==> src/lir_pkg.sv <==
// ----------------------------------------------------------------------------
// lir_pkg
// Types and constants shared by the linear interpolation resampler.
// ----------------------------------------------------------------------------
package lir_pkg;

  localparam int SAMPLE_W = 16;
  localparam int PHASE_W  = 18;
  localparam int PITCH_W  = 17;
  localparam int FRAME_W  = 9;
  localparam int PROD_W   = 34;
  localparam int CFG_IDX_W = 1;

  localparam logic [PHASE_W-1:0] PHASE_ONE = 18'h10000;
  localparam logic [PITCH_W-1:0] PITCH_MIN = 17'd1024;
  localparam logic [PITCH_W-1:0] PITCH_MAX = 17'd131070;
  localparam logic [PITCH_W-1:0] PITCH_RST = 17'd65536;
  localparam logic [FRAME_W-1:0] FRAME_RST = 9'd184;
  localparam logic [FRAME_W-1:0] MAX_FRAME_OUTPUTS = 9'd511;

  localparam logic [CFG_IDX_W-1:0] CFG_PITCH_STEP    = 1'b0;
  localparam logic [CFG_IDX_W-1:0] CFG_FRAME_OUTPUTS = 1'b1;

  typedef struct packed {
    logic signed [SAMPLE_W-1:0] sample_in;
    logic                       frame_start;
    logic                       clear_history;
  } lir_in_t;

  typedef struct packed {
    logic signed [SAMPLE_W-1:0] sample_out;
    logic                       last_of_run;
    logic                       frame_done;
  } lir_out_t;

  typedef enum logic [1:0] {
    ST_IDLE,
    ST_CHECK,
    ST_EMIT
  } lir_state_t;

endpackage

==> src/lir_interp_unit.sv <==
// ----------------------------------------------------------------------------
// lir_interp_unit
// Shared interpolation unit: registered (next - prev) * phase product,
// then prev plus the arithmetically shifted product, wrapped to 16 bits.
// ----------------------------------------------------------------------------
module lir_interp_unit
  import lir_pkg::*;
(
  input  logic                       clk,
  input  logic                       load,
  input  logic signed [SAMPLE_W-1:0] prev_sample,
  input  logic signed [SAMPLE_W-1:0] next_sample,
  input  logic [SAMPLE_W-1:0]        phase,
  output logic signed [SAMPLE_W-1:0] result
);

  logic signed [SAMPLE_W:0]   diff;
  logic signed [SAMPLE_W:0]   phase_s;
  logic signed [PROD_W-1:0]   prod_nxt;
  logic signed [PROD_W-1:0]   prod_r;

  assign diff     = {next_sample[SAMPLE_W-1], next_sample}
                  - {prev_sample[SAMPLE_W-1], prev_sample};
  assign phase_s  = {1'b0, phase};
  assign prod_nxt = diff * phase_s;

  always_ff @(posedge clk) begin
    if (load) begin
      prod_r <= prod_nxt;
    end
  end

  assign result = prev_sample + $signed(prod_r[2*SAMPLE_W-1:SAMPLE_W]);

endmodule

==> src/linear_interp_resampler.sv <==
// ----------------------------------------------------------------------------
// linear_interp_resampler
// Linear interpolation resampler with a 2.16 phase accumulator.
// ----------------------------------------------------------------------------
// Each accepted word is the next source sample. While a frame is running and
// the phase is below one, the block emits prev + ((next - prev) * phase) >> 16
// and steps the phase by the clamped pitch; the sample is consumed once the
// phase reaches one. A word is taken in the idle state and then goes through
// check states and one emit state per output; each check that goes on to an
// output also loads the single shared multiplier, and a last check ends the
// word. in_stall stays high until the word is finished. A result waits in
// the output register; an output stall holds the emit step.
// ----------------------------------------------------------------------------
module linear_interp_resampler
  import lir_pkg::*;
(
  input  logic                 clk,
  input  logic                 rst_n,
  input  logic                 in_valid,
  output logic                 in_stall,
  input  lir_in_t              in_data,
  output logic                 out_valid,
  input  logic                 out_stall,
  output lir_out_t             out_data,
  input  logic                 cfg_wr_en,
  input  logic [CFG_IDX_W-1:0] cfg_index,
  input  logic [PITCH_W-1:0]   cfg_wdata
);

  lir_state_t state_r, state_nxt;

  logic [PITCH_W-1:0]        pitch_r;
  logic [FRAME_W-1:0]        frame_len_r;
  logic signed [SAMPLE_W-1:0] prev_r, prev_nxt;
  logic signed [SAMPLE_W-1:0] next_r;
  logic [PHASE_W-1:0]        phase_r, phase_nxt;
  logic [FRAME_W-1:0]        emitted_r, emitted_nxt;
  logic                      active_r, active_nxt;
  logic                      out_valid_r, out_valid_nxt;
  lir_out_t                  out_r;

  logic [PITCH_W-1:0]        pitch_eff;
  logic [FRAME_W-1:0]        len_eff;
  logic [PHASE_W-1:0]        phase_sum;
  logic [FRAME_W-1:0]        emitted_inc;
  logic                      frame_end;
  logic                      in_accept;
  logic                      out_free;
  logic                      go_emit;
  logic                      mul_load;
  logic                      out_load;
  logic signed [SAMPLE_W-1:0] interp_res;

  always_comb begin
    pitch_eff = pitch_r;
    if (pitch_r < PITCH_MIN) begin
      pitch_eff = PITCH_MIN;
    end else if (pitch_r > PITCH_MAX) begin
      pitch_eff = PITCH_MAX;
    end
    pitch_eff[0] = 1'b0;
  end

  always_comb begin
    len_eff = frame_len_r;
    if (frame_len_r == '0) begin
      len_eff = FRAME_W'(1);
    end else if (frame_len_r > MAX_FRAME_OUTPUTS) begin
      len_eff = MAX_FRAME_OUTPUTS;
    end
  end

  assign in_accept   = in_valid && !in_stall;
  assign out_free    = !out_valid_r || !out_stall;
  assign go_emit     = active_r && (phase_r < PHASE_ONE);
  assign phase_sum   = phase_r + {1'b0, pitch_eff};
  assign emitted_inc = emitted_r + FRAME_W'(1);
  assign frame_end   = (emitted_inc >= len_eff);

  lir_interp_unit u_interp (
    .clk         (clk),
    .load        (mul_load),
    .prev_sample (prev_r),
    .next_sample (next_r),
    .phase       (phase_r[SAMPLE_W-1:0]),
    .result      (interp_res)
  );

  always_comb begin
    state_nxt = state_r;
    case (state_r)
      ST_IDLE: begin
        if (in_accept) begin
          state_nxt = ST_CHECK;
        end
      end
      ST_CHECK: begin
        if (go_emit) begin
          state_nxt = ST_EMIT;
        end else begin
          state_nxt = ST_IDLE;
        end
      end
      ST_EMIT: begin
        if (out_free) begin
          state_nxt = ST_CHECK;
        end
      end
      default: state_nxt = ST_IDLE;
    endcase
  end

  always_comb begin
    in_stall    = 1'b1;
    mul_load    = 1'b0;
    out_load    = 1'b0;
    prev_nxt    = prev_r;
    phase_nxt   = phase_r;
    emitted_nxt = emitted_r;
    active_nxt  = active_r;
    case (state_r)
      ST_IDLE: begin
        in_stall = 1'b0;
        if (in_valid && in_data.frame_start) begin
          active_nxt  = 1'b1;
          emitted_nxt = '0;
          if (in_data.clear_history) begin
            prev_nxt  = '0;
            phase_nxt = '0;
          end
        end
      end
      ST_CHECK: begin
        if (go_emit) begin
          mul_load = 1'b1;
        end else if (phase_r >= PHASE_ONE) begin
          prev_nxt  = next_r;
          phase_nxt = phase_r - PHASE_ONE;
        end
      end
      ST_EMIT: begin
        if (out_free) begin
          out_load    = 1'b1;
          phase_nxt   = phase_sum;
          emitted_nxt = emitted_inc;
          if (frame_end) begin
            active_nxt = 1'b0;
          end
        end
      end
      default: begin
        in_stall = 1'b1;
      end
    endcase
  end

  always_comb begin
    out_valid_nxt = out_valid_r;
    if (out_load) begin
      out_valid_nxt = 1'b1;
    end else if (out_valid_r && !out_stall) begin
      out_valid_nxt = 1'b0;
    end
  end

  always_ff @(posedge clk) begin
    if (!rst_n) begin
      state_r     <= ST_IDLE;
      pitch_r     <= PITCH_RST;
      frame_len_r <= FRAME_RST;
      prev_r      <= '0;
      phase_r     <= '0;
      emitted_r   <= '0;
      active_r    <= 1'b0;
      out_valid_r <= 1'b0;
    end else begin
      state_r     <= state_nxt;
      prev_r      <= prev_nxt;
      phase_r     <= phase_nxt;
      emitted_r   <= emitted_nxt;
      active_r    <= active_nxt;
      out_valid_r <= out_valid_nxt;
      if (cfg_wr_en) begin
        case (cfg_index)
          CFG_PITCH_STEP:    pitch_r     <= cfg_wdata;
          CFG_FRAME_OUTPUTS: frame_len_r <= cfg_wdata[FRAME_W-1:0];
          default:           pitch_r     <= pitch_r;
        endcase
      end
    end
  end

  always_ff @(posedge clk) begin
    if (in_accept) begin
      next_r <= in_data.sample_in;
    end
    if (out_load) begin
      out_r.sample_out  <= interp_res;
      out_r.frame_done  <= frame_end;
      out_r.last_of_run <= frame_end || (phase_sum >= PHASE_ONE);
    end
  end

  assign out_valid = out_valid_r;
  assign out_data  = out_r;

endmodule

==> config.mk <==
export PLATFORM = sky130hd
export DESIGN_NAME = linear_interp_resampler
export DESIGN_NICKNAME = d
export VERILOG_FILES = /design/src/lir_pkg.sv /design/src/lir_interp_unit.sv /design/src/linear_interp_resampler.sv
export SDC_FILE = /design/constraint.sdc
export NUM_CORES = 1
export LEC_CHECK = 0
export BUFFER_PORTS_ARGS = -buffer_cell sky130_fd_sc_hd__buf_2
export CORE_MARGIN = 2
export CORE_UTILIZATION = 52
export DETAILED_ROUTE_END_ITERATION = 10
export PLACE_DENSITY_LB_ADDON = 0.1
export RECOVER_POWER = 100
export SLEW_MARGIN = 20
export SYNTH_ARGS = -nofsm -noshare
export SYNTH_HDL_FRONTEND = slang
export SYNTH_SLANG_ARGS = --single-unit
==> constraint.sdc <==
create_clock -name clk -period 7.3 [get_ports clk]
set_clock_uncertainty 0.15 [all_clocks]
set_input_delay 0 -clock clk [delete_from_list [all_inputs] [get_ports clk]]
set_output_delay 0 -clock clk [all_outputs]
set_load 0.02 [all_outputs]
# After elaboration in Yosys (flattened, before gate mapping)
# Cells that the tools add are included.
[totals] ff_bits=139 latchBits=0 ram_bits=0 rom_bits=0 in_bits=41 out_inout_bits=20 wordCells=90 mem_count=0
[op_classes] addsub=5 mul=1 div_mod_pow=0 n_lt_le_gt_ge=7 eq_ne=9 shifts=0 n_mux=33 bitwise=1 n_reduce_logical=21
[ops] operator="$mux 18" n=5
[ops] operator="$mux 16" n=4
[ops] operator="$pmux 18 s3" n=1
[ops] operator="$ge 18x17->1 const B" n=2
[ops] operator="$mux 9" n=4
[ops] operator="$mux 17" n=2
[ops] operator="$mul 17x17->32" n=1
[ops] operator="$pmux 16 s2" n=1
[ops] operator="$add 18x17->18" n=1
[ops] operator="$lt 18x17->1 const B" n=1
[ops] operator="$pmux 9 s2" n=1
[ops] operator="$sub 18x17->18 const B" n=1
[ops] operator="$gt 17x17->1 const B" n=1
[ops] operator="$lt 17x11->1 const B" n=1
[ops] operator="$sub 16x16->17" n=1
[ops] operator="$add 16x16->16" n=1
[ops] operator="$ne 2x2->1 const B" n=6
[ops] operator="$mux 1" n=10
[ops] operator="$add 9x1->9 const B" n=1
[ops] operator="$ge 9x9->1" n=1
[ops] operator="$gt 9x9->1 const B" n=1
[ops] operator="$logic_not 9->1" n=1
[ops] operator="$mux 2" n=3
[ops] operator="$pmux 2 s3" n=1
[ops] operator="other kinds (16)" n=25

# Logic depth before layout (Yosys ltp)
# Gate-level depths: netlist of the first run.
[logic_depth] word_depth=7 ltp_mapped=34 depth_no_buf=33

# Hierarchy
# From an unflattened synthesis of the first run, not the netlist that was laid out.
[hier_totals] hier_cells=1846 hier_area_um2=17112.7
[by_module_without_submodules] module="lir_interp_unit" instances=1 cells_each=1311 area_each_um2=11812.6 seq_area_each_um2=480.5
[by_module_without_submodules] module="linear_interp_resampler" instances=1 cells_each=535 area_each_um2=5300.1 seq_area_each_um2=2442.3

# Worst setup path after synthesis of the first run
# Ideal clock, no wire load.
[synth_path] path_kind="register to register" startpoint="register prev_r[1]" endpoint="register u_interp.prod_r[28], data pin" setup_time_ps=271 arrival_ps=7639 t_required_ps=6879 setup_slack_ps=-760 stages_incl_launch_ff=30 n_path_buf=2 synth_period_minus_slack_ps=8060 path_cell_list="dfxtp_1 > inv_1 > ha_1 > a21o_1 > a21oi_1 > o21bai_1 > a31o_2 > a211oi_1 > or3_1 > clkbuf_1 > and2_1 > clkbuf_1 > nand3_1 > fa_1 > fa_1 > fa_1 > inv_1 > fa_1 > fa_1 > fa_1 > ha_1 > a211oi_1 > o211ai_1 > a21oi_1 > o31ai_1 > a21o_1 > o31a_1 > o21ai_0 > mux2i_1 > o2111ai_1"
[synth_between] elab_chain_cells=2
[synth_lines] item="start: declaration" line_no="linear_interp_resampler.sv:34" rtl="logic signed [SAMPLE_W-1:0] prev_r, prev_nxt;"
[synth_lines] item="start signal: assignment" line_no="linear_interp_resampler.sv:178" rtl="prev_r <= prev_nxt;"
[synth_lines] item="$sub 16x16->17" line_no="lir_interp_unit.sv:23" rtl="- {prev_sample[SAMPLE_W-1], prev_sample};"
[synth_lines] item="$mul 17x17->32" line_no="lir_interp_unit.sv:25" rtl="assign prod_nxt = diff * phase_s;"
[synth_lines] item="net u_interp.prod_nxt[28]" line_no="lir_interp_unit.sv:19" rtl="logic signed [PROD_W-1:0] prod_nxt;"
[synth_lines] item="end signal: assignment" line_no="lir_interp_unit.sv:29" rtl="prod_r <= prod_nxt;"
[synth_lines] item="end: declaration" line_no="lir_interp_unit.sv:20" rtl="logic signed [PROD_W-1:0] prod_r;"
# The timed path passes the listed nets, and every way through them passes these cells.
# A chain may end at the register's enable or synchronous reset.

# Worst setup path after layout of the first run
[layout_path] startpoint="register next_r[1]" endpoint="register u_interp.prod_r[28], data pin"
[layout_between] elab_chain_cells=2
[layout_lines] item="start: declaration" line_no="linear_interp_resampler.sv:35" rtl="logic signed [SAMPLE_W-1:0] next_r;"
[layout_lines] item="start signal: assignment" line_no="linear_interp_resampler.sv:195" rtl="next_r <= in_data.sample_in;"
[layout_lines] item="$sub 16x16->17" line_no="lir_interp_unit.sv:23"
[layout_lines] item="$mul 17x17->32" line_no="lir_interp_unit.sv:25"
[layout_lines] item="net u_interp.prod_nxt[28]" line_no="lir_interp_unit.sv:19"
# The timed path passes the listed nets, and every way through them passes these cells.

==> results.yml, run 1 <==
outcome:
  run_status: "finished, violations left"
  violations: "capacitance limit, slew limit, setup timing"
drt:
  drtAntennaViolNets: 0
  drtIter0Drc: 630
  route.detailed.drc: 0
  dr_total_vias: 13790
  routed_wl_um: 43760
  detail_route.wl_per_cell_um: 16.67
  dr.pass1.iters: 5
  via_per_inst: 5.252
global_routing:
  grt_max_degree: 63
  antenna_found_initial: 0
  grt_overflow: 0
  grt_pass1_wl_um: 74060
  grt_use_total: 0.2775
  grt_pass1_vias: 14620
critical_path:
  crit_fanout: 4
  crit_arrival_ps: 7860
  cpMostUsedCell: "fa_1"
  reg2reg_to: "u_interp.prod_r[28]"
  path_class: "flip-flop to flip-flop"
  worstSetupStartpointType: "flip-flop"
  r2r_slack_ps: -540
  rr_worst_depth: 29
  cp.required_ps: 7320
  timing.rr.start: "next_r[1]"
  max_stage_delay_ps: 570
  slowest_stage: "fa_1"
  cp-end-kind: "flip-flop"
placement:
  dp_hpwl_um: 34440
  gp_congestion: 0.8783
  place_ws_ps: -719.0
  placement.io_buffers: 60
power_and_ir_drop:
  power_mw: 2.238
  switching_share: 0.3174
  peakVddDrop_uv: 121.1
  p_leak_nw: 9.928
  power.switching_mw: 0.7104
  powerDensity_mw_per_mm2: 108.0
  power_frac_clock: 0.384
  power.internal_mw: 1.528
  pwr-share-comb: 0.280
  power.share.sequential: 0.336
floorplan:
  core_region_area_sq_mm: 0.03229
  io_pins: 61
  die_y_um: 184.5
  initial_core_util: 0.5249
  fp.dieArea_sq_mm: 0.03405
  placementRows: 66
  chipWidth_um: 184.5
sta:
  fmax_mhz: 127.5
  fin_crit_ps: 7843
  tightest_slew_ps: 3212
  period_share: 1.074
  final-setup-viol-count: 7
  rsz0062_at_grt: "true"
  slew-limit-headroom: -1.142
  hold_ws_ps: 114.4
  hold_viol: 0
  fin_ws_ps: -542.7
  slew_viol_final: 63
min_path:
  hold-path-cell-count: 2
  hold_class: "input pin to flip-flop"
  min_to: "next_r[9]"
  min_from: "in_data[11]"
logic_synthesis:
  yosys_most_used_dff: "dfxtp_1"
  synth_top_area_cell: "fa_1"
  ys_types: 59
  syn_inst: 1913
  synth_top_cell_area_share: 0.2858
  yosys-top-cells-area: "fa_1, ha_1, edfxtp_1"
  synth_edf_count: 50
  ys_seq_area_frac: 0.1724
  synthArstFlopShare: 0
  syn_avg_cell_area_sq_um: 8.860
  synth_nets: 2356
  syn_area_sq_mm: 0.01695
  ys_warn_count: 0
  ys_seq_elements: 121
clock_tree:
  clock_latency_ps: 440
  htreeDepth: 4
  clock_sinks: 121
  cts_tree: "built"
  clockRootBuffer: "clkbuf_16"
  clockBufferDepth: 2
  clk_pin_slew_worst_paths_ps: 60
  cts_buffers: 17
finish:
  antenna_cells: 0
  post-route-util: 0.6421
  drive_gt1_frac: 0.1754
  syn_to_final_growth_pct: 22.32
  fin_nets: 2613
flow_run:
  max-cap-violations: 1
==> cells by family after synthesis <==
group	Yosys count	share of synthesized area
multiplexers	4	0.002362
XOR/XNOR	78	0.04031
AND/OR/NAND/NOR	605	0.1801
AO/OA/AOI/OAI	247	0.09914
buffers and inverters	456	0.1017
flip-flops	121	0.1724
adder cells (fa/ha/maj)	402	0.4040
==> power by group through the flow <==
stage / Combinational [mW] / Clock (mW) / Sequential, mW
2_1_floorplan: 0.293 / 0 / 0.761
3_3_place_gp: 0.537 / 0 / 0.764
3_5_place_dp: 0.544 / 0 / 0.765
4_1_cts: 0.604 / 0.867 / 0.751
5_1_grt: 0.677 / 0.890 / 0.754
6_report: 0.628 / 0.859 / 0.752
==> area by class of cell <==
type	count	area (sq um)
clock inverters	9	83.83
clock buffers	23	510.5
well taps	442	553.0
flip-flops and latches	121	2924
fillers	2720	11560
inverters	362	1359
multi-input cells	1337	12810
repair buffers	331	2486
==> how the worst max path moves through the flow <==
| stage | start | endpoint | slack [ps] | cells past startpoint |
|---|---|---|---|---|
| final | next_r[1] | u_interp.prod_r[28] | -540 | 29 |
| after detailed placement | next_r[0] | u_interp.prod_r[28] | -720 | 33 |
| after global placement | next_r[0] | u_interp.prod_r[28] | -560 | 33 |
| after global routing | next_r[0] | u_interp.prod_r[28] | -950 | 32 |
| after floorplan | prev_r[1] | u_interp.prod_r[28] | -130 | 28 |
| after CTS | next_r[1] | u_interp.prod_r[28] | -460 | 31 |
==> what timing repair did <==
action                     in CTS  in global routing
buffers inserted               16                  8
gates resized for setup        57                 37
hold endpoints to repair       53                  0
cloned                          1                  0
hold buffers                   53                  0
setup endpoints to repair      10                 15
pin swaps                      55                 55
==> cell usage after synthesis (13+ instances only) <==
cell / instances
a211oi_1: 22
a21o_1: 13
xnor2_1: 61
edfxtp_1: 50
clkbuf_1: 90
nand2_1: 201
nor2_1: 84
nor3_1: 16
a22oi_1: 27
nand3_1: 42
xor2_1: 17
dfxtp_1: 71
a21oi_1: 73
and3_1: 27
nand2b_1: 23
o21ai_0: 28
inv_1: 361
nor3b_1: 27
ha_1: 160
and2_1: 121
fa_1: 242
nor2b_1: 32
==> layout by cell type (no fill, tap or decap), types with 50 or more instances in the layout <==
| cell type | synthesis | routed |
|---|---|---|
| dlygate4sd3_1 | 0 | 53 |
| nand2_1 | 201 | 196 |
| fa_1 | 242 | 233 |
| and2_1 | 121 | 113 |
| xnor2_1 | 61 | 55 |
| inv_1 | 361 | 347 |
| dfxtp_1 | 71 | 70 |
| nor2_1 | 84 | 82 |
| buf_4 | 0 | 204 |
| edfxtp_1 | 50 | 50 |
| a21oi_1 | 73 | 65 |
| ha_1 | 160 | 149 |
==> per-stage QoR <==
step	area, sq um	TNS [ps]	cells
after floorplan	17140	-250.5	1913
after global placement	19100	-2803	2523
after detailed placement	19100	-3596	2523
after CTS	20560	-2226	2619
after global routing	20730	-7131	2625
final	20730	-3014	2625
==> critical path: cells and delay by family, from the launching register on <==
family          cells  cell delay, ps
fa+ha+maj           8            3640
compound gates     13            2490
flops               1             400
buf+inv             5             400
mux                 1             220
xor+xnor            1             170
simple gates        1             110
==> state kept, by name, summed over array words and instances, names as in the netlist <==
register,cells
pitch_r,16
active_r,1
frame_len_r,9
emitted_r,9
next_r,16
state_r,2
u_interp.prod_r,16
out_valid,1
out_data,18
phase_r,17
prev_r,16
==> per-layer routing <==
metal  up-vias  global-route usage  share of wire
met5         -                   0              0
met4         0             0.08896          0.028
met3        73             0.03142          0.035
met2       284              0.4833           0.50
met1      6820              0.3608           0.44
li1       6610                   -              -
No activity file was read; power rests on OpenSTA's default activity.
==> run 2: changes to the inputs <==
GPL_TIMING_DRIVEN = 0   (was unset)
==> results.yml, run 2 (synthesis gave the netlist of run 1 again) <==
outcome:
  run_status: "finished, violations left"
  violations: "setup timing"
critical_path:
  crit_fanout: 10
  startpoint: "next_r[1]"
  timing.rr.start: "next_r[1]"
  path_class: "flip-flop to flip-flop"
  max_stage_delay_ps: 550
  worstSetupStartpointType: "flip-flop"
  cpMostUsedCell: "fa_1"
  slowest_stage: "fa_1"
  crit_arrival_ps: 8230
  cp.required_ps: 7320
  cp-end-kind: "flip-flop"
clock_tree:
  clk_pin_slew_worst_paths_ps: 60
  clockBufferDepth: 2
  clock_sinks: 121
  clockRootBuffer: "clkbuf_16"
  clock_latency_ps: 420
  htreeDepth: 4
  cts_buffers: 17
  cts_tree: "built"
placement:
  gp_congestion: 0.9117
  dp_cells: 2417
  placement.io_buffers: 60
  dp_hpwl_um: 35100
min_path:
  min_from: "in_data[17]"
  hold_class: "input pin to flip-flop"
sta:
  final-setup-viol-count: 14
  slew_viol_final: 0
  fin_ws_ps: -911.2
  fmax_mhz: 121.8
  fin_tns_setup_ps: -7442
  slew-limit-headroom: 0.1896
  tightest_slew_ps: 1216
  fin_crit_ps: 8211
  hold_ws_ps: 134.1
  hold_viol: 0
  period_share: 1.125
  rsz0062_at_grt: "true"
floorplan:
  core_region_area_sq_mm: 0.03229
  io_pins: 61
  initial_core_util: 0.5249
  chipWidth_um: 184.5
  placementRows: 66
  fp.dieArea_sq_mm: 0.03405
  die_y_um: 184.5
finish:
  largest_reg_flops: 18
  post-route-util: 0.6064
  final_cell_mix: "inv_1, fa_1, nand2_1"
  drive_gt1_frac: 0.09135
  fin_nets: 2510
  layout_commonest_cell: "inv_1"
  finalNonFillerCells: 2522
  antenna_cells: 0
  num-fill-cells: 2836
  syn_to_final_growth_pct: 15.52
drt:
  route.detailed.drc: 0
  dr.pass1.iters: 5
  dr_total_vias: 13580
  detail_route.wl_per_cell_um: 17.77
  via_per_inst: 5.386
  routed_wl_um: 44810
  drtIter0Drc: 847
  drtAntennaViolNets: 0
global_routing:
  grt_overflow: 0
  grt_pass1_wl_um: 73510
  antenna_found_initial: 1
  grt_max_degree: 18
  grt_pass1_vias: 13930
  grt_use_total: 0.2812
flow_run:
  max-cap-violations: 0
power_and_ir_drop:
  p_leak_nw: 9.194
  powerDensity_mw_per_mm2: 109.4
  peakVddDrop_uv: 136.0
run 2: worst paths after layout:
kind | endpoint | slack (ps) | depth (start not counted)
worst min-delay path | next_r[15] | 130 | 2
worst max register to register | u_interp.prod_r[31] | -910 | 29
worst max-delay path | u_interp.prod_r[31] | -910 | 29
worst min register to register | pitch_r[8] | 300 | 2
run 2: routing by layer:
metal / vias up / share of wire / track usage
met4: 2 / 0.026 / 0.08704
li1: 6410 / - / -
met3: 60 / 0.057 / 0.04406
met2: 388 / 0.47 / 0.4585
met1: 6724 / 0.44 / 0.3855
met5: - / 0.00027 / 0
run 2: cell type report:
class,instances,area [sq um],area share
clock buffer,23,500.5,0.02556
multi-input combinational,1336,12760,0.6518
buffer,93,459.2,0.02345
clock inverter,9,61.31,0.003131
inverter,362,1359,0.06940
sequential,121,2928,0.1495
timing repair buffer,136,957.2,0.04888
tap,442,553.0,0.02824
run 2: timing repair:
action,in CTS,in global routing
hold buffers,47,0
hold endpoints to repair,71,0
buffers inserted,22,7
pin swaps,23,24
cloned,0,0
gates resized for setup,51,30
endpoints found under the setup margin,16,16
run 2: metrics by stage:
step | power (mW) | setup WS, ps | instance area (sq um)
2_1_floorplan | 1.055 | -132.2 | 17140
3_3_place_gp | 1.226 | -1799 | 18000
3_5_place_dp | 1.234 | -1918 | 18050
4_1_cts | 2.137 | -816.0 | 19510
5_1_grt | 2.223 | -1173 | 19580
6_report | 2.143 | -911.2 | 19580
run 2: worst max-delay path, delay by kind of cell (launching register included):
| family | cells | cell delay, ps |
|---|---|---|
| adders and majority gates | 8 | 3420 |
| AOI/OAI and AO/OA | 15 | 3150 |
| buffers and inverters | 4 | 550 |
| DFF | 1 | 430 |
| xor gates and xnor gates | 1 | 130 |
| and+or+nand+nor | 1 | 120 |
run 2: where the power goes:
part | switching, mW | internal (mW) | total (mW)
registers | 0.0190 | 0.734 | 0.753
logic | 0.380 | 0.202 | 0.582
clock network | 0.325 | 0.483 | 0.809
total | 0.724 | 1.42 | 2.14
==> run 3: changes to the inputs <==
CELL_PAD_IN_SITES_DETAIL_PLACEMENT = 1   (was unset)
CELL_PAD_IN_SITES_GLOBAL_PLACEMENT = 2   (was unset)
CORE_UTILIZATION = 37   (was 52)
==> results.yml, run 3 (synthesis gave the netlist of run 1 again) <==
power_and_ir_drop:
  peakVddDrop_uv: 146.9
  powerDensity_mw_per_mm2: 110.7
  p_leak_nw: 9.281
drt:
  routed_wl_um: 53680
  dr_total_vias: 13610
  dr.pass1.iters: 5
  detail_route.wl_per_cell_um: 19.88
  route.detailed.drc: 0
  drtIter0Drc: 533
  drtAntennaViolNets: 0
  via_per_inst: 5.040
floorplan:
  core_region_area_sq_mm: 0.04528
  initial_core_util: 0.3743
  placementRows: 78
  die_y_um: 218.0
  fp.dieArea_sq_mm: 0.04753
  chipWidth_um: 218.0
  io_pins: 61
clock_tree:
  htreeDepth: 4
  clockRootBuffer: "clkbuf_16"
  clock_latency_ps: 460
  clk_pin_slew_worst_paths_ps: 60
  clockBufferDepth: 2
  clock_sinks: 121
  cts_tree: "built"
  cts_buffers: 17
sta:
  slew_viol_final: 0
  fin_tns_setup_ps: -9696
  fmax_mhz: 119.8
  rsz0062_at_grt: "true"
  slew-limit-headroom: 0.1660
  tightest_slew_ps: 1251
  hold_viol: 0
  fin_ws_ps: -1048
  hold_ws_ps: 96.51
  fin_crit_ps: 8348
  final-setup-viol-count: 15
  period_share: 1.144
critical_path:
  cp-end-kind: "flip-flop"
  slowest_stage: "fa_1"
  worstSetupStartpointType: "flip-flop"
  path_class: "flip-flop to flip-flop"
  cpMostUsedCell: "fa_1"
  crit_fanout: 4
  max_stage_delay_ps: 540
  crit_arrival_ps: 8420
  cp.required_ps: 7370
global_routing:
  grt_use_total: 0.2380
  grt_max_degree: 18
  grt_pass1_wl_um: 85520
  antenna_found_initial: 1
  grt_overflow: 0
  grt_pass1_vias: 15180
placement:
  place_ws_ps: -2334
  dp_hpwl_um: 42710
  placement.io_buffers: 60
  gp_congestion: 0.8347
  dp_cells: 2575
  place_area_sq_mm: 0.01825
finish:
  syn_to_final_growth_pct: 18.37
  fin_nets: 2528
  layout_commonest_cell: "inv_1"
  finalNonFillerCells: 2700
  largest_reg_flops: 18
  final_cell_mix: "inv_1, fa_1, nand2_1"
  final_area_sq_mm: 0.02006
  drive_gt1_frac: 0.1072
flow_run:
  max-cap-violations: 0
outcome:
  violations: "setup timing"
  run_status: "finished, violations left"
min_path:
  hold_class: "input pin to flip-flop"
run 3: cell types whose count changed in the layout (fill, tap and decap cells not counted), moves of 3 or more:
cell and delta:
nor2_1 -3, inv_2 +5, buf_4 +11, nor2_2 +3, o21ai_0 -3, inv_1 -5
clkbuf_1 -3, buf_6 +5
run 3: final timing paths:
kind	start	to	slack, ps	cells past startpoint
worst max-delay path	next_r[1]	u_interp.prod_r[31]	-1050	32
worst min-delay path	in_data[17]	next_r[15]	100	2
worst min register to register	pitch_r[5]	pitch_r[5]	300	2
worst max register to register	next_r[1]	u_interp.prod_r[31]	-1050	32
run 3: where the power goes:
part	total [mW]	internal, mW	switching [mW]
clock network	0.805	0.471	0.334
registers	0.752	0.734	0.0188
logic	0.664	0.240	0.424
run 3: layer usage:
layer  up-vias  GRT usage  routed length [um]  share of wire
met5         -          0                   0              0
met4         0    0.06848                1165          0.022
met3        42    0.02999                1353          0.025
met2       147     0.3968               25690           0.48
met1      6980     0.3236               25470           0.47
li1       6438          -                   -              -
run 3: metrics by stage:
step,util,total power [mW]
floorplan,-,1.055
global placement,0.4018,1.256
detailed placement,0.4029,1.267
CTS,0.4390,2.205
global route,0.4429,2.312
finish,0.4430,2.222
run 3: final cells by class:
cell class	instances	area, sq um
multi-input combinational	1336	12850
tap	600	750.7
sequential	121	2927
buffer	93	490.5
inverter	362	1359
antenna	2	5.005
clock buffer	23	489.2
fill	5322	25220
clock inverter	9	62.56
timing repair buffer	154	1130
run 3: repair_timing:
item / CTS / global route
resized for setup: 70 / 53
buffers inserted: 33 / 14
pin swaps: 41 / 35
endpoints found under the setup margin: 16 / 16
endpoints found under the hold margin: 70 / 0
hold buffers: 48 / 0
run 3: worst max-delay path: cells and delay by family (launching register included):
family                   cells  cell delay (ps)
AND/OR/NAND/NOR              2              230
adder cells (fa/ha/maj)      8             3690
AO/OA/AOI/OAI               13             2580
flip-flops                   1              440
buffers and inverters        7              690
XOR/XNOR                     2              350
